[src/wdt_pkg.sv]
// Package with the transaction types, register codes and constants of the watchdog.
package wdt_pkg;

  localparam int COUNT_WIDTH = 32;

  localparam logic [1:0] ACT_TICK  = 2'd0;
  localparam logic [1:0] ACT_WRITE = 2'd1;
  localparam logic [1:0] ACT_READ  = 2'd2;

  localparam logic [2:0] REG_LOAD  = 3'd0;
  localparam logic [2:0] REG_VALUE = 3'd1;
  localparam logic [2:0] REG_CTL   = 3'd2;
  localparam logic [2:0] REG_ICR   = 3'd3;
  localparam logic [2:0] REG_RIS   = 3'd4;
  localparam logic [2:0] REG_MIS   = 3'd5;
  localparam logic [2:0] REG_LOCK  = 3'd6;

  localparam logic [31:0] UNLOCK_KEY = 32'h1ACC_E551;

  localparam int CTL_INTEN_BIT   = 0;
  localparam int CTL_RESEN_BIT   = 1;
  localparam int CTL_WRC_BIT     = 31;
  localparam int RIS_TIMEOUT_BIT = 0;

  typedef struct packed {
    logic [1:0]  action;
    logic [2:0]  reg_select;
    logic [31:0] write_data;
  } wdt_in_t;

  typedef struct packed {
    logic [31:0] read_data;
    logic        interrupt_out;
    logic        reset_request;
  } wdt_out_t;

endpackage

[src/wdt_core.sv]
// Watchdog register file, down-counter and single-transaction update logic.
module wdt_core (
  input  logic             clk,
  input  logic             rst,
  input  logic             fire,
  input  wdt_pkg::wdt_in_t item,
  output wdt_pkg::wdt_out_t result
);
  import wdt_pkg::*;

  logic [COUNT_WIDTH-1:0] load_value, load_value_next;
  logic [COUNT_WIDTH-1:0] count_value, count_value_next;
  logic int_enable, int_enable_next;
  logic reset_enable, reset_enable_next;
  logic timeout_flag, timeout_flag_next;
  logic locked, locked_next;
  logic reset_latched, reset_latched_next;
  logic [31:0] rd;

  always_comb begin
    load_value_next    = load_value;
    count_value_next   = count_value;
    int_enable_next    = int_enable;
    reset_enable_next  = reset_enable;
    timeout_flag_next  = timeout_flag;
    locked_next        = locked;
    reset_latched_next = reset_latched;
    rd                 = '0;

    unique case (item.action)
      ACT_TICK: begin
        if (int_enable) begin
          if (count_value == '0) begin
            // second timeout with the flag still pending escalates to reset when RESEN is set
            if (timeout_flag && reset_enable) reset_latched_next = 1'b1;
            timeout_flag_next = 1'b1;
            count_value_next  = load_value;
          end else begin
            count_value_next = count_value - COUNT_WIDTH'(1);
          end
        end
      end
      ACT_WRITE: begin
        if (item.reg_select == REG_LOCK) begin
          locked_next = (item.write_data != UNLOCK_KEY);
        end else if (!locked) begin
          unique case (item.reg_select)
            REG_LOAD: begin
              load_value_next  = item.write_data[COUNT_WIDTH-1:0];
              count_value_next = item.write_data[COUNT_WIDTH-1:0];
            end
            REG_CTL: begin
              // INTEN is set-only
              if (item.write_data[CTL_INTEN_BIT]) int_enable_next = 1'b1;
              reset_enable_next = item.write_data[CTL_RESEN_BIT];
            end
            REG_ICR: begin
              timeout_flag_next = 1'b0;
              count_value_next  = load_value;
            end
            default: ;
          endcase
        end
      end
      ACT_READ: begin
        unique case (item.reg_select)
          REG_LOAD:  rd = 32'(load_value);
          REG_VALUE: rd = 32'(count_value);
          REG_CTL: begin
            rd[CTL_WRC_BIT]   = 1'b1;
            rd[CTL_RESEN_BIT] = reset_enable;
            rd[CTL_INTEN_BIT] = int_enable;
          end
          REG_RIS:  rd[RIS_TIMEOUT_BIT] = timeout_flag;
          REG_MIS:  rd[RIS_TIMEOUT_BIT] = timeout_flag & int_enable;
          REG_LOCK: rd[0] = locked;
          default:  rd = '0;
        endcase
      end
      default: ;
    endcase

    result.read_data     = rd;
    result.interrupt_out = timeout_flag_next & int_enable_next;
    result.reset_request = reset_latched_next;
  end

  always_ff @(posedge clk) begin
    if (rst) begin
      load_value    <= '1;
      count_value   <= '1;
      int_enable    <= 1'b0;
      reset_enable  <= 1'b0;
      timeout_flag  <= 1'b0;
      locked        <= 1'b0;
      reset_latched <= 1'b0;
    end else if (fire) begin
      load_value    <= load_value_next;
      count_value   <= count_value_next;
      int_enable    <= int_enable_next;
      reset_enable  <= reset_enable_next;
      timeout_flag  <= timeout_flag_next;
      locked        <= locked_next;
      reset_latched <= reset_latched_next;
    end
  end

endmodule

[src/watchdog_timer_with_lock.sv]
// Top level of the two-stage watchdog with lock: input register, core and result register.
//
// Usage: every input transaction (in_valid/in_stall, payload in_data) is a tick,
// a register write or a register read; each one yields exactly one result
// transaction (out_valid/out_stall, payload out_data) carrying read data, the
// masked interrupt level and the sticky reset request after that transaction.
// An accepted transaction waits in the input register until the result
// register can take it; the core then updates its state and the result register
// captures the outcome. Throughput is one transaction per cycle while the receiver
// does not stall, set by the single pass through the core between the two registers.
// When the receiver stalls, the result register holds its transaction; a
// transaction already in the input register waits there, and in_stall rises
// only while that register is occupied and cannot drain, so one more
// transaction is still taken while the result waits.
// Reset (rst, synchronous, active high) empties both stages and returns the
// registers to LOAD = VALUE = all ones, everything else cleared and unlocked.
module watchdog_timer_with_lock (
  input  logic              clk,
  input  logic              rst,
  input  logic              in_valid,
  output logic              in_stall,
  input  wdt_pkg::wdt_in_t  in_data,
  output logic              out_valid,
  input  logic              out_stall,
  output wdt_pkg::wdt_out_t out_data
);
  import wdt_pkg::*;

  logic     stage_valid;
  wdt_in_t  stage_item;
  wdt_out_t core_result;
  logic     out_ready;
  logic     fire;
  logic     accept;

  assign out_ready = !out_valid || !out_stall;
  assign fire      = stage_valid && out_ready;
  assign in_stall  = stage_valid && !out_ready;
  assign accept    = in_valid && !in_stall;

  wdt_core u_core (
    .clk    (clk),
    .rst    (rst),
    .fire   (fire),
    .item   (stage_item),
    .result (core_result)
  );

  always_ff @(posedge clk) begin
    if (rst) begin
      stage_valid <= 1'b0;
      out_valid   <= 1'b0;
    end else begin
      // hold the input stage when the result side is blocked
      if (accept) begin
        stage_valid <= 1'b1;
      end else if (fire) begin
        stage_valid <= 1'b0;
      end
      if (fire) begin
        out_valid <= 1'b1;
      end else if (out_ready) begin
        out_valid <= 1'b0;
      end
    end
  end

  always_ff @(posedge clk) begin
    if (accept) stage_item <= in_data;
    if (fire)   out_data   <= core_result;
  end

endmodule
[config.mk]
export PLATFORM = sky130hd
export DESIGN_NAME = watchdog_timer_with_lock
export DESIGN_NICKNAME = d
export VERILOG_FILES = /design/src/wdt_pkg.sv /design/src/wdt_core.sv /design/src/watchdog_timer_with_lock.sv
export SDC_FILE = /design/constraint.sdc
export NUM_CORES = 1
export LEC_CHECK = 0
export ABC_AREA = 0
export BUFFER_PORTS_ARGS = -buffer_cell sky130_fd_sc_hd__buf_2
export CORE_MARGIN = 3
export CORE_UTILIZATION = 40
export DETAILED_ROUTE_END_ITERATION = 8
export PLACE_DENSITY = 0.63
export SLEW_MARGIN = 20
export SYNTH_ARGS = -nofsm -noshare
export SYNTH_HDL_FRONTEND = slang
export SYNTH_SLANG_ARGS = --single-unit
[constraint.sdc]
create_clock -name clk -period 5.5 [get_ports clk]
set_clock_uncertainty 0.05 [all_clocks]
set_input_delay 1.1 -clock clk [delete_from_list [all_inputs] [get_ports clk]]
set_output_delay 1.1 -clock clk [all_outputs]
set_load 0.03 [all_outputs]
==> results.toml <==
[setup_path]
worstSetupPathType = "register to register"
end_kind = "register"
setup.worst_path.start_class = "register"
cpMaxStageDelayCell = "nand3_2"
crit_buf_inv = 1
critPathMaxStageDelay_ns = 0.71
crit_required_ns = 5.72
cp_max_fo = 35
cpLargestDelayFamily = "simple AND/OR/NAND/NOR gates"
startpoint = "u_core.count_value[0]"
cp_data_arrival_time_ns = 3.49
r2r_start = "u_core.count_value[0]"
path_cells = "inv_1 -> ha_1 -> nor4b_1 -> and4_1 -> nand3_2 -> nand2_1 -> o221ai_1"

[timing]
grt_setup_unrepaired = "false"
finalCritPeriodShare = 0.596
setup_viol = 0
setup_tns_ns = 0
relSlewSlack = 0.287
hold_viol = 0
post-route-min-period_ns = 3.28
slew_violations = 0
worstMarginPinSlew_ns = 1.04
max_freq_mhz = 305

[run]
drv_cap = 0

[min_path]
hold_class = "register to register"
min-delay-start = "u_core.reset_latched"

[global_routing]
grt_start_max_net_pins = 50
grt_first_pass_wirelength_um = 32300
gr-usage-all-layers = 0.209
grt_pass1_vias = 5757
grt-ovfl-total = 0
antenna_found_initial = 0

[place]
gp_congestion = 0.869
dp.final_hpwl_um = 12900
port_buffers = 76

[floorplan]
die_h_um = 140
rows = 48
dieArea_sq_um = 19500
coreArea_sq_um = 17400
start_util = 0.411
die_w_um = 140
top_level_ports = 77

[drt]
postRouteAntennaNets = 0
num_vias = 6156
drc = 0
routed_via_density = 5.90
wl_per_cell_um = 19.5
drtPass1Iterations = 5
drt-total-wl_um = 20300
drtIter0Drc = 664

[clock_tree]
clock-sinks = 142
cts_resized = 0
ctsHoldBuffers = 0
clk_pin_slew_ns = 0.06
cts_buffers = 17
h-tree-depth = 4
cts_tree = "built"
clock_path_buffers = 2
insertion_delay_ns = 0.43
cts_root_buf = "clkbuf_16"
post_cts_buffers = 0

[synthesis]
synth_edf_count = 71
synth_top_area_frac = 0.299
ys.warnings.count = 0
ys_top_cells_by_area = "edfxtp_1 30%, dfxtp_1 20%, nand2_1 7.6%"
synth_ff_type = "edfxtp_1"
synth_nets = 806
synth-seq-cells = 142
syn_avg_cell_area_sq_um = 9.35
async_flop_share = 0
synth_cells = 763
syn-cell-area_sq_um = 7140
seq_area_frac_synth = 0.498
synth_cell_types = 71
yosys.area.top_type = "edfxtp_1"

[cells_and_area]
fin_util = 0.478
fin_nets = 848
n_fill_cell = 1623
drive_gt1_frac = 0.177
area_delta_synth_final_pct = 16.2
n_antenna_cell = 0

[run_status]
status = "finished clean"

[power_and_ir_drop]
ir_drop_mv = 0.204
p_leak_nw = 3.14
p_per_area_nw_per_um2 = 323
flip-flops by register name, indices dropped and copies added (netlist names):
register / flops
u_core.locked: 1
stage_valid: 1
u_core.timeout_flag: 1
u_core.reset_latched: 1
out_data: 34
u_core.int_enable: 1
u_core.reset_enable: 1
stage_item: 37
u_core.count_value: 32
out_valid: 1
u_core.load_value: 32
metrics by stage:
| step | hold slack [ns] | area [sq um] | total power, mW | setup slack (ns) | instances |
|---|---|---|---|---|---|
| floorplan | 0.384 | 7140 | 1.30 | 1.91 | 763 |
| global placement | 0.399 | 7600 | 1.36 | 2.09 | 1011 |
| detailed placement | 0.406 | 7600 | 1.36 | 2.05 | 1011 |
| CTS | 0.420 | 8290 | 2.70 | 2.26 | 1043 |
| global route | 0.436 | 8290 | 2.77 | 2.17 | 1043 |
| finish | 0.420 | 8290 | 2.68 | 2.22 | 1043 |
worst reg2reg max path, cell delays in order, from the launching register on:
cell and delay [ns]:
dfxtp_1 0.37, inv_1 0.13, ha_1 0.15, nor4b_1 0.55, and4_1 0.35, nand3_2 0.71, nand2_1 0.62, o221ai_1 0.19
Yosys cell counts (2+ instances only):
master     number
nand2_1       145
nor2_1         73
dfxtp_1        71
edfxtp_1       71
clkbuf_1       50
nand3_1        40
a22oi_1        29
a2111oi_0      24
a21oi_1        22
o21ai_0        22
a211oi_1       18
nor3_1         17
o221ai_1       12
mux2i_1        11
o21ai_1        10
xnor2_1        10
o311ai_1        8
buf_2           7
inv_1           7
nand4_1         7
nor4_1          7
xor2_1          7
buf_6           6
and3_1          5
nand2b_1        5
nor2b_1         5
o21a_1          4
o31ai_1         4
or3_1           4
nand4b_1        3
nor4b_1         3
nor4bb_1        3
o211ai_1        3
o311a_1         3
o41ai_2         3
or2_2           3
a21o_1          2
and2_1          2
ha_1            2
nand3b_1        2
nor4_4          2
or4_4           2
power breakdown:
| part | internal [mW] | switching, mW | leakage, nW |
|---|---|---|---|
| Sequential | 1.15 | 0.0298 | 1.25 |
| Clock | 0.898 | 0.440 | 0.336 |
| Combinational | 0.0508 | 0.114 | 1.55 |
final timing paths:
| check | slack [ns] | to | cells after the start |
|---|---|---|---|
| setup / recovery | 2.22 | u_core.count_value[19] | 7 |
| hold / removal | 0.42 | u_core.reset_latched | 1 |
| setup reg to reg | 2.22 | u_core.count_value[19] | 7 |
| hold reg to reg | 0.42 | u_core.reset_latched | 1 |
routing by layer:
metal	track usage	wire, um	vias up
li1	-	-	2906
met2	0.279	8470	302
met3	0.0581	1880	37
met5	0	0	-
met1	0.322	9490	2911
met4	0.0750	452	0
placed cells by master (no fill, tap or decap), types with 11 or more instances in the layout:
| cell type | instances |
|---|---|
| o221ai_1 | 12 |
| nand3_1 | 39 |
| nor3_1 | 16 |
| buf_2 | 76 |
| o21ai_0 | 22 |
| nand2_1 | 145 |
| nor2_1 | 73 |
| a211oi_1 | 18 |
| a22oi_1 | 29 |
| mux2i_1 | 11 |
| a2111oi_0 | 24 |
| a21oi_1 | 22 |
| clkbuf_16 | 17 |
| dfxtp_1 | 71 |
| edfxtp_1 | 71 |
final cells by class:
cell class | instances | area (sq um) | area share
flip-flops and latches | 142 | 3550 | 0.428
multi-input cells | 550 | 3280 | 0.396
clock buffers | 22 | 484 | 0.0584
repair buffers | 86 | 455 | 0.0549
well taps | 225 | 282 | 0.0339
clock inverters | 10 | 206 | 0.0249
inverters | 8 | 30.0 | 0.00362
cell families (layout without fill, tap and decap cells):
family | count (synthesis) | in the layout | share of synthesized area
AO/OA/AOI/OAI | 175 | 175 | 0.182
XOR/XNOR | 17 | 17 | 0.0209
adder cells (fa/ha/maj) | 2 | 2 | 0.00351
buffers and inverters | 71 | 126 | 0.0449
flip-flops | 142 | 142 | 0.498
multiplexers | 11 | 11 | 0.0154
AND/OR/NAND/NOR | 345 | 345 | 0.235
Note: power is estimated with default switching activity, not from simulation.
